==> config.mk <==
export PLATFORM = sky130hd
export DESIGN_NAME = usb_config_descriptor_parser_top
export DESIGN_NICKNAME = d
export VERILOG_FILES = /design/src/design/ucdp_pkg.sv /design/src/design/ucdp_parse.sv /design/src/design/ucdp_outbuf.sv /design/src/design/usb_config_descriptor_parser_top.sv
export SDC_FILE = /design/constraint.sdc
export NUM_CORES = 1
export LEC_CHECK = 0
export BUFFER_PORTS_ARGS = -buffer_cell sky130_fd_sc_hd__buf_4
export CAP_MARGIN = 20
export CORE_ASPECT_RATIO = 1.5
export CORE_UTILIZATION = 27
export CTS_BUF_LIST = sky130_fd_sc_hd__clkbuf_4 sky130_fd_sc_hd__clkbuf_8 sky130_fd_sc_hd__clkbuf_16
export DETAILED_ROUTE_END_ITERATION = 8
export PLACE_DENSITY = 0.39
export RECOVER_POWER = 50
export SYNTH_ARGS = -nofsm -noshare
export SYNTH_HDL_FRONTEND = slang
export SYNTH_SLANG_ARGS = --single-unit
==> constraint.sdc <==
create_clock -name clk -period 46.8 [get_ports clk]
set_input_delay 9.36 -clock clk [delete_from_list [all_inputs] [get_ports clk]]
set_output_delay 9.36 -clock clk [all_outputs]
set_load 0.02 [all_outputs]
==> src/design/ucdp_pkg.sv <==
// shared types and constants of the configuration descriptor parser
package ucdp_pkg;

	localparam int unsigned HdrLen   = 9;
	localparam int unsigned MaxRecs  = 4;
	localparam int unsigned MTdataW  = 96;

	localparam logic [7:0] DtConfig    = 8'h02;
	localparam logic [7:0] DtInterface = 8'h04;
	localparam logic [7:0] DtEndpoint  = 8'h05;
	localparam logic [7:0] DtHid       = 8'h21;
	localparam logic [7:0] DtHidReport = 8'h22;
	localparam logic [7:0] IfMinLen    = 8'd9;
	localparam logic [7:0] EpMinLen    = 8'd7;
	localparam logic [7:0] DescMinLen  = 8'd2;
	localparam logic [7:0] EpAddrRsvd  = 8'h70;

	// record kinds carried on tuser
	localparam logic [1:0] KindHeader    = 2'd0;
	localparam logic [1:0] KindInterface = 2'd1;
	localparam logic [1:0] KindEndpoint  = 2'd2;
	localparam logic [1:0] KindStatus    = 2'd3;

	// status codes
	localparam logic [7:0] StOk       = 8'd0;
	localparam logic [7:0] StHeader   = 8'd1;
	localparam logic [7:0] StLength   = 8'd2;
	localparam logic [7:0] StChain    = 8'd3;
	localparam logic [7:0] StCapacity = 8'd4;

	// configuration register indexes
	localparam logic CfgIfCap = 1'b0;
	localparam logic CfgEpCap = 1'b1;

	typedef struct packed {
		logic [1:0]  kind;
		logic [7:0]  id;
		logic [7:0]  attr;
		logic [7:0]  cls;
		logic [7:0]  sub;
		logic [7:0]  proto;
		logic [7:0]  aux;
		logic [7:0]  tally;
		logic        hid;
		logic [15:0] wa;
		logic [15:0] wb;
	} rec_t;

	typedef struct packed {
		logic [7:0]  num;
		logic [7:0]  alt;
		logic [7:0]  cls;
		logic [7:0]  sub;
		logic [7:0]  proto;
		logic [7:0]  country;
		logic [7:0]  tally;
		logic        hid;
		logic [15:0] ver;
		logic [15:0] rlen;
	} iface_t;

	// handoff from the parser to the record buffer
	typedef struct packed {
		logic       load;
		logic [2:0] cnt;
	} load_t;

	function automatic rec_t iface_rec(input iface_t oi);
		rec_t r;
		r       = '0;
		r.kind  = KindInterface;
		r.id    = oi.num;
		r.attr  = oi.alt;
		r.cls   = oi.cls;
		r.sub   = oi.sub;
		r.proto = oi.proto;
		r.aux   = oi.country;
		r.tally = oi.tally;
		r.hid   = oi.hid;
		r.wa    = oi.ver;
		r.wb    = oi.rlen;
		return r;
	endfunction

endpackage

==> src/design/ucdp_parse.sv <==
// input register, descriptor walk and per-byte record generation
module ucdp_parse import ucdp_pkg::*; (
	input  logic        clk,
	input  logic        arst_n,
	input  logic        s_tvalid,
	output logic        s_tready,
	input  logic [7:0]  s_tdata,
	input  logic        s_tlast,
	input  logic        cfg_we,
	input  logic        cfg_index,
	input  logic [15:0] cfg_data,
	input  logic        can_load,
	output load_t       ld,
	output rec_t        recs [MaxRecs]
);

	logic        valid_s1;
	logic [7:0]  data_s1;
	logic        last_s1;

	logic [15:0] if_cap_q, ep_cap_q;
	logic [15:0] pos_q, decl_q, start_q, itot_q, etot_q;
	logic        have_q, cerr_q, wd_q;
	iface_t      oi_q;
	logic [7:0]  hb_q [HdrLen];
	logic [7:0]  dq   [HdrLen];

	logic [15:0] pos_n, decl_n, start_n, itot_n, etot_n;
	logic        have_n, cerr_n, wd_n;
	iface_t      oi_n;
	logic        d_we;
	logic [15:0] rel, total;
	logic [7:0]  hv [HdrLen];
	logic [7:0]  dv [HdrLen];
	logic [7:0]  b, size, dtype, status;
	logic [16:0] endsum;
	logic [15:0] htotal;
	logic        ok;
	logic [2:0]  n;
	rec_t        hrec, srec, erec;
	logic        proc;

	assign proc     = valid_s1 && (can_load || (n == 3'd0));
	assign s_tready = !valid_s1 || proc;
	assign ld.load  = proc && (n != 3'd0);
	assign ld.cnt   = n;

	// walk of one byte
	always_comb begin
		b       = data_s1;
		pos_n   = (pos_q == 16'hFFFF) ? pos_q : pos_q + 16'd1;
		decl_n  = decl_q;
		start_n = start_q;
		itot_n  = itot_q;
		etot_n  = etot_q;
		have_n  = have_q;
		cerr_n  = cerr_q;
		wd_n    = wd_q;
		oi_n    = oi_q;
		d_we    = 1'b0;
		n       = 3'd0;
		for (int i = 0; i < MaxRecs; i++) recs[i] = '0;
		rel = pos_q - start_q;
		for (int i = 0; i < HdrLen; i++) begin
			hv[i] = (pos_q == 16'(i)) ? b : ((pos_q > 16'(i)) ? hb_q[i] : 8'd0);
			dv[i] = (rel == 16'(i)) ? b : dq[i];
		end
		size   = dv[0];
		dtype  = dv[1];
		endsum = {1'b0, start_q} + {9'd0, size};
		total  = decl_q;
		ok     = !wd_q;
		erec   = '0;
		hrec   = '0;
		srec   = '0;
		status = StOk;
		htotal = {hv[3], hv[2]};

		// header checks
		if (ok && pos_q == 16'd0 && b < 8'd9) begin
			wd_n = 1'b1; ok = 1'b0;
		end
		if (ok && pos_q == 16'd1 && b != DtConfig) begin
			wd_n = 1'b1; ok = 1'b0;
		end
		if (ok && pos_q == 16'd3) begin
			total  = {b, hb_q[2]};
			decl_n = total;
			if (total < 16'd9) begin
				wd_n = 1'b1; ok = 1'b0;
			end else if ({8'd0, hb_q[0]} > total) begin
				cerr_n = 1'b1; wd_n = 1'b1; ok = 1'b0;
			end
		end
		if (ok && pos_q >= 16'd4 && pos_q >= total) begin
			wd_n = 1'b1; ok = 1'b0;
		end
		if (ok && pos_q < start_q) begin
			wd_n = 1'b1; ok = 1'b0;
		end

		// descriptor body
		if (ok) begin
			d_we = (rel < 16'(HdrLen));
			if (rel == 16'd0) begin
				if (start_q != 16'd0 &&
				    (({1'b0, start_q} + 17'd2 > {1'b0, total}) || size < DescMinLen ||
				     {8'd0, size} > total - start_q)) begin
					cerr_n = 1'b1; wd_n = 1'b1;
				end
			end else begin
				if (rel == 16'd1) begin
					if ((dtype == DtInterface && size < IfMinLen) ||
					    (dtype == DtHid && (size < IfMinLen || !have_q)) ||
					    (dtype == DtEndpoint && (size < EpMinLen || !have_q))) begin
						cerr_n = 1'b1; wd_n = 1'b1; ok = 1'b0;
					end
				end
				if (ok && dtype == DtHid &&
				    ((rel == 16'd5 && b == 8'd0) || (rel == 16'd6 && b != DtHidReport))) begin
					cerr_n = 1'b1; wd_n = 1'b1; ok = 1'b0;
				end
				if (ok && dtype == DtEndpoint && rel == 16'd2 && (b & EpAddrRsvd) != 8'd0) begin
					cerr_n = 1'b1; wd_n = 1'b1; ok = 1'b0;
				end
				if (ok && ({1'b0, rel} + 17'd1 == {9'd0, size})) begin
					if (dtype == DtInterface) begin
						if (have_q) begin
							recs[n[1:0]] = iface_rec(oi_q);
							n = n + 3'd1;
						end
						oi_n       = '0;
						oi_n.num   = dv[2];
						oi_n.alt   = dv[3];
						oi_n.cls   = dv[5];
						oi_n.sub   = dv[6];
						oi_n.proto = dv[7];
						have_n     = 1'b1;
						itot_n     = itot_q + 16'd1;
					end else if (dtype == DtHid) begin
						if (!oi_q.hid) begin
							oi_n.country = dv[4];
							oi_n.hid     = 1'b1;
							oi_n.ver     = {dv[3], dv[2]};
							oi_n.rlen    = {dv[8], dv[7]};
						end
					end else if (dtype == DtEndpoint) begin
						erec.kind    = KindEndpoint;
						erec.id      = dv[2];
						erec.attr    = dv[3];
						erec.wa      = {dv[5], dv[4]};
						erec.aux     = dv[6];
						recs[n[1:0]] = erec;
						n            = n + 3'd1;
						etot_n       = etot_q + 16'd1;
						oi_n.tally   = oi_q.tally + 8'd1;
					end
					start_n = endsum[15:0];
					// walk reaches the declared total
					if (endsum >= {1'b0, total}) begin
						wd_n = 1'b1;
						if (have_n) begin
							recs[n[1:0]] = iface_rec(oi_n);
							n            = n + 3'd1;
							have_n       = 1'b0;
						end
					end
				end
			end
		end

		// buffer end: header and status, then rearm
		if (last_s1) begin
			hrec.kind = KindHeader;
			hrec.id   = hv[5];
			hrec.attr = hv[7];
			hrec.cls  = hv[4];
			hrec.sub  = hv[8];
			hrec.wa   = htotal;
			if (pos_n < 16'd9 || hv[0] < 8'd9 || hv[1] != DtConfig)
				status = StHeader;
			else if (htotal < 16'd9 || htotal > pos_n)
				status = StLength;
			else if (cerr_n)
				status = StChain;
			else if (itot_n > if_cap_q || etot_n > ep_cap_q)
				status = StCapacity;
			else
				status = StOk;
			srec.kind    = KindStatus;
			srec.id      = status;
			srec.wa      = itot_n;
			srec.wb      = etot_n;
			recs[n[1:0]] = hrec;
			n            = n + 3'd1;
			recs[n[1:0]] = srec;
			n            = n + 3'd1;
			pos_n   = '0;
			decl_n  = '0;
			start_n = '0;
			oi_n    = '0;
			have_n  = 1'b0;
			itot_n  = '0;
			etot_n  = '0;
			cerr_n  = 1'b0;
			wd_n    = 1'b0;
		end
	end

	// input register and walk state
	always_ff @(posedge clk or negedge arst_n) begin
		if (!arst_n) begin
			valid_s1 <= 1'b0;
			if_cap_q <= 16'hFFFF;
			ep_cap_q <= 16'hFFFF;
			pos_q    <= '0;
			decl_q   <= '0;
			start_q  <= '0;
			itot_q   <= '0;
			etot_q   <= '0;
			have_q   <= 1'b0;
			cerr_q   <= 1'b0;
			wd_q     <= 1'b0;
			oi_q     <= '0;
		end else begin
			if (cfg_we) begin
				if (cfg_index == CfgIfCap) if_cap_q <= cfg_data;
				if (cfg_index == CfgEpCap) ep_cap_q <= cfg_data;
			end
			if (s_tready) valid_s1 <= s_tvalid;
			if (proc) begin
				pos_q   <= pos_n;
				decl_q  <= decl_n;
				start_q <= start_n;
				itot_q  <= itot_n;
				etot_q  <= etot_n;
				have_q  <= have_n;
				cerr_q  <= cerr_n;
				wd_q    <= wd_n;
				oi_q    <= oi_n;
			end
		end
	end

	// payload registers
	always_ff @(posedge clk) begin
		if (s_tready && s_tvalid) begin
			data_s1 <= s_tdata;
			last_s1 <= s_tlast;
		end
		if (proc && pos_q < 16'(HdrLen)) hb_q[pos_q[3:0]] <= b;
		if (proc && d_we) dq[rel[3:0]] <= b;
	end

endmodule

==> src/design/ucdp_outbuf.sv <==
// record buffer that drains the records of one byte, one word per cycle while m_tready is high
module ucdp_outbuf import ucdp_pkg::*; (
	input  logic       clk,
	input  logic       arst_n,
	input  load_t      ld,
	input  rec_t       recs [MaxRecs],
	output logic       can_load,
	output logic       m_tvalid,
	input  logic       m_tready,
	output rec_t       head_rec,
	output logic       m_tlast
);

	rec_t       slot_q [MaxRecs];
	logic [2:0] rem_q;
	logic [1:0] head_q;
	logic       pop;

	assign m_tvalid = (rem_q != 3'd0);
	assign pop      = m_tvalid && m_tready;
	assign can_load = (rem_q == 3'd0) || (rem_q == 3'd1 && m_tready);
	assign head_rec = slot_q[head_q];
	assign m_tlast  = (rem_q == 3'd1);

	// count and read pointer
	always_ff @(posedge clk or negedge arst_n) begin
		if (!arst_n) begin
			rem_q  <= '0;
			head_q <= '0;
		end else if (ld.load) begin
			rem_q  <= ld.cnt;
			head_q <= '0;
		end else if (pop) begin
			rem_q  <= rem_q - 3'd1;
			head_q <= head_q + 2'd1;
		end
	end

	// record slots
	always_ff @(posedge clk) begin
		if (ld.load) begin
			for (int i = 0; i < MaxRecs; i++) slot_q[i] <= recs[i];
		end
	end

endmodule

==> src/design/usb_config_descriptor_parser_top.sv <==
// top level of the usb configuration descriptor parser
//
// channel  dir  tdata                       tuser         tlast
// s_*      in   data byte                   -             end of buffer
// m_*      out  record fields (96 bits)     record kind   last record of a byte
// cfg_*    in   capacity write: index 0 interfaces, 1 endpoints
//
// one byte per cycle enters the input register while s_tready is high; the walk is
// combinational from there into the registers of the record buffer.
// the buffer drains one word per cycle while m_tready is high; a later byte with
// records waits in the input register until the last buffered word leaves; bytes
// with no record flow at one per cycle.
// reset clears the walk, the counts and the buffer; capacities reset to 65535.
module usb_config_descriptor_parser_top import ucdp_pkg::*; (
	input  logic               clk,
	input  logic               arst_n,
	input  logic               s_tvalid,
	output logic               s_tready,
	input  logic [7:0]         s_tdata,   // data_byte
	input  logic               s_tlast,
	output logic               m_tvalid,
	input  logic               m_tready,
	// id[7:0] attr[15:8] class[23:16] subclass[31:24] protocol[39:32]
	// aux[47:40] endpoint_tally[55:48] hid_present[56] word_a[72:57] word_b[88:73]
	output logic [MTdataW-1:0] m_tdata,
	output logic [1:0]         m_tuser,   // record_kind
	output logic               m_tlast,
	input  logic               cfg_we,
	input  logic               cfg_index,
	input  logic [15:0]        cfg_data
);

	load_t ld;
	rec_t  recs [MaxRecs];
	rec_t  head_rec;
	logic  can_load;

	ucdp_parse u_parse (
		.clk, .arst_n, .s_tvalid, .s_tready, .s_tdata, .s_tlast,
		.cfg_we, .cfg_index, .cfg_data, .can_load, .ld, .recs
	);

	ucdp_outbuf u_outbuf (
		.clk, .arst_n, .ld, .recs, .can_load, .m_tvalid, .m_tready,
		.head_rec, .m_tlast
	);

	// pack the record word
	assign m_tuser = head_rec.kind;
	assign m_tdata = {7'd0, head_rec.wb, head_rec.wa, head_rec.hid, head_rec.tally,
	                  head_rec.aux, head_rec.proto, head_rec.sub, head_rec.cls,
	                  head_rec.attr, head_rec.id};

endmodule

# Word level (Yosys, flattened, before mapping)
# Memories as Yosys holds them, arrays and structs flattened.
# Index checks and enable logic that the tools add are counted.
# Widths: inputs -> output; s select.
[totals]
wordCells = 335
register_bits = 219
memories = 3
mem_bits_rw = 508
[memory_table]
columns = ["name", "depth", "word_bits", "rd", "rd_ports_with_merged_regs", "wr", "line_no", "source"]
rows = [
  ["u_outbuf.slot_q", 4, 91, 1, 0, 4, "ucdp_outbuf.sv:14", "rec_t slot_q [MaxRecs];"],
  ["u_parse.dq", 9, 8, 9, 0, 1, "ucdp_parse.sv:26", "logic [7:0] dq [HdrLen];"],
  ["u_parse.hb_q", 9, 8, 8, 0, 1, "ucdp_parse.sv:25", "logic [7:0] hb_q [HdrLen];"],
]
[classes]
n_bitwise = 4
n_mux = 168
n_eq_ne = 25
n_lt_le_gt_ge = 34
addsub = 14
n_reduce_logical = 62
[op_table]
columns = ["cell", "count"]
rows = [
  ["$mux 364", 6],
  ["$bwmux 364", 3],
  ["$mux 91", 9],
  ["$demux 91 s2", 3],
  ["$mux 89", 4],
  ["$mux 16", 20],
  ["$mux 8", 33],
  ["$mux 49", 4],
  ["$mux 40", 4],
  ["$eq 16x3->1 const B", 7],
  ["$mux 90", 1],
  ["$lt 16x4->1 const B", 5],
  ["$eq 16x2->1 const B", 4],
  ["$mux 1", 63],
  ["$add 16x1->16 const B", 3],
  ["$gt 16x16->1", 3],
  ["$gt 16x3->1 const B", 3],
  ["$mux 3", 14],
  ["$mux 33", 1],
  ["$eq 16x1->1 const B", 2],
  ["$eq 16x4->1 const B", 2],
  ["$gt 16x1->1 const B", 2],
  ["$gt 16x2->1 const B", 2],
  ["$gt 8x16->1", 2],
  ["other kinds (43)", 107],
]

# Depth between registers and ports, before layout
[logic_depth]
depth_word = 46
depth_mapped = 40
mapped_depth_nobuf = 36

# Hierarchy
# Synthesis repeated with hierarchy kept, for this count alone.
[hier_totals]
cells_unflattened = 3915
area_unflattened_um2 = 41198.3
[by_module_without_submodules]
columns = ["module", "instances", "area_each_um2", "cells_each"]
rows = [
  ["ucdp_parse", 1, 27624.0, 3394],
  ["ucdp_outbuf", 1, 13518.0, 513],
  ["usb_config_descriptor_parser_top", 1, 56.3, 8],
]

# Worst setup path after synthesis
# Ideal clock, no wire load.
[synth_timing]
path_kind = "input to register"
startpoint = "input port m_tready"
endpoint = "register u_outbuf.rem_q[0]"
arrival_time_ps = 25967
path_stages = 5
setup_ps = 137
path_slack_ps = 20696
t_required_ps = 46663
cell_sequence = "nand2_1 -> nand2_1 -> nand3_1 -> o22ai_1 -> o311a_1"
[synth_rtl]
columns = ["element", "line_no", "source"]
rows = [
  ["from (decl)", "usb_config_descriptor_parser_top.sv:22", "input logic m_tready,"],
  ["to (signal assigned)", "ucdp_outbuf.sv:31", "rem_q <= ld.cnt;"],
  ["to (signal assigned)", "ucdp_outbuf.sv:34", "rem_q <= rem_q - 3'd1;"],
  ["to (decl)", "ucdp_outbuf.sv:15", "logic [2:0] rem_q;"],
]

==> flow_summary.ini <==
[sta]
clock-skew-final_ns = 0.0285
hold_ws_ns = 0.476
slew_violations = 922
finalHoldViolCount = 0
finalCritPeriodShare = 0.439
max_clock_freq_mhz = 48.6
worst_pin_slew_ns = 7.72
finalSetupTns_ns = 0
slew_headroom = -4.15
period_minus_slack_ns = 20.56
rsz0062_at_grt = false
setup_viol = 0

[synth]
synth_warnings = 0
yosysUniqueCellTypes = 97
async_reset_ff_frac = 0.315
syn-cell-area_um2 = 38300
netlist.area_leader.share = 0.358
synth_flop_cell = edfxtp_1
synth.area.top_cells = edfxtp_1 (36%), dfrtp_1 (12%), ha_1 (5.5%), mux4_2 (3.9%), nor2_1 (3.6%)
synth_area_leader_cell = edfxtp_1
synth_edf_count = 457
syn_area_per_cell_um2 = 10.7
seq_area_frac_synth = 0.497
syn_inst = 3588
synth-seq-cells = 667

[critical_path]
reg2regPathDepth = 24
critPathKind = input pin to async pin
crit_path_end_kind = async pin
critPathLaunchType = input pin
slowest_stage = clkbuf_1
required_ns = 45.65
cpPeakStageDelay_ns = 5.58
cp.depth = 2
crit_top_cell = clkbuf_1
crit_family = buffers and inverters
crit_path_max_fanout = 116
crit_buf_inv = 2
cp.arrival_ns = 19.41
crit_chain = clkbuf_1 > clkbuf_1

[floorplan]
die_h_um = 463
dieArea_um2 = 143000
core_area_um2 = 140000
row_count = 168
die_w_um = 310
start_util = 0.273
boundaryPins = 132

[clocking]
clock_path_buffers = 3
cts_setup_buffers = 0
htreeDepth = 3
cts.root.buffer_cell = clkbuf_16
cts.sinks = 667
cts_buffers = 77
cts_hold_buf = 0
clk_pin_slew_worst_paths_ns = 0.06
clock_latency_ns = 0.69
cts_resized = 0
tritoncts = yes

[global_route]
grt.total_usage = 0.217
antenna_found_initial = 2
grt_overflow = 0
grt_pass1_vias = 30377
grt_max_degree = 117
grt_pass1_wl_mm = 224

[job]
max_cap_viol_count = 25

[placed_design]
gp_congestion = 0.885
dpl.hpwl_mm = 110
io_buffers = 124

[route]
vias = 29977
drc = 0
drt-wirelength-per-cell_um = 28.0
viasPerCell = 5.34
drtIter0Drc = 1993
firstDrtPassIters = 5
ant_nets = 0
routed_wl_mm = 157

[run_status]
violations = capacitance limit, slew limit
status = finished, violations left

[power_and_ir_drop]
leakagePower_nw = 16.6
power_per_cell_area_nw_per_um2 = 51.7
irDropWorstVdd_uv = 28.7

[hold_path]
hp-class = register to register
hold_depth = 2

[layout]
drive_above_1_share = 0.142
final_nets = 3877
most-common-layout-cells = edfxtp_1 (457), nor2_1 (366), nand2_1 (306)
syn_to_final_growth_pct = 15.2
final_common_cell = edfxtp_1
[final cells by class]
type                            count  area, µm²
Clock buffer                      112       2320
Clock inverter                     31        467
Timing Repair Buffer              238       1630
Sequential cell                   667      19000
Multi-Input combinational cell   2522      17700
Antenna cell                        2       5.00
Tap cell                         1870       2340
Fill cell                       14480      96100
Inverter                          169        634
[logic make-up (layout without fill, tap and decap cells)]
family	after synthesis	count (layout)	share of synthesized area
other cells	1	9	0.0000979
buf+inv	405	550	0.0422
simple gates	1122	1122	0.139
compound gates	916	916	0.165
fa+ha+maj	171	171	0.0565
mux	210	210	0.0782
flops	667	667	0.497
xor+xnor	96	96	0.0220
[registers in the layout (all words and copies together), names as in the netlist, 2 cells and up]
signal and flops:
u_parse.hb_q 64, u_parse.ep_cap_q 16, u_parse.etot_q 16, u_parse.b 8, u_parse.dq 72, u_parse.oi_q 89, u_outbuf.head_q 2, u_parse.decl_q 16
u_parse.pos_q 16, u_outbuf.rem_q 3, u_parse.if_cap_q 16, u_outbuf.slot_q 312, u_parse.start_q 16, u_parse.itot_q 16
[tightest hold or removal path, stage by stage (launching register included)]
cell and delay [ns]:
dfrtp_1 0.34, nand2_1 0.05, o31ai_1 0.05
[stage by stage]
stage / area, µm² / total power, mW / cells / setup slack (ns) / util
final: 44100 / 2.28 / 5611 / 26.24 / 0.315
after global routing: 44100 / 2.39 / 5610 / 24.21 / 0.315
after CTS: 44300 / 2.31 / 5605 / 26.89 / 0.316
after detailed placement: 41500 / 1.63 / 5462 / 26.95 / 0.296
after global placement: 41500 / 1.62 / 5461 / 26.97 / 0.296
after floorplan: 38300 / 1.30 / 3594 / 20.70 / -
[routing by layer]
layer | wire length (µm) | global-route usage | up-vias
li1 | - | - | 13662
met1 | 61000 | 0.248 | 15243
met2 | 82300 | 0.396 | 815
met3 | 6060 | 0.0253 | 257
met4 | 8010 | 0.103 | 0
met5 | 0 | 0 | -
[cells in the mapped netlist, types with 65 or more instances]
| master | number |
|---|---|
| mux2i_1 | 92 |
| mux4_2 | 66 |
| ha_1 | 168 |
| dfrtp_1 | 178 |
| o2bb2ai_1 | 70 |
| nor2_1 | 368 |
| inv_1 | 166 |
| edfxtp_1 | 457 |
| nand2_1 | 306 |
| clkbuf_1 | 159 |
| o21ai_0 | 173 |
| nand3_1 | 87 |
| xnor2_1 | 65 |
| a21oi_1 | 152 |
[path summary, 6_finish.rpt]
check | startpoint | end | slack (ns)
min in group asynchronous | arst_n | u_parse.valid_s1 | 10.92
min reg2reg | u_parse.decl_q[4] | u_parse.decl_q[4] | 0.48
min | u_parse.decl_q[4] | u_parse.decl_q[4] | 0.48
max | arst_n | u_parse.oi_q[49] | 26.24
max reg2reg | u_parse.b[0] | u_outbuf.slot_q[1][59] | 29.14
max in group clk | u_parse.pos_q[0] | s_tready | 26.73
[power breakdown]
group / total, mW / internal (mW) / switching (mW)
Sequential: 0.746 / 0.704 / 0.0425
Combinational: 0.855 / 0.296 / 0.559
Clock: 0.677 / 0.407 / 0.270
Power figures use the tool's default switching activity.
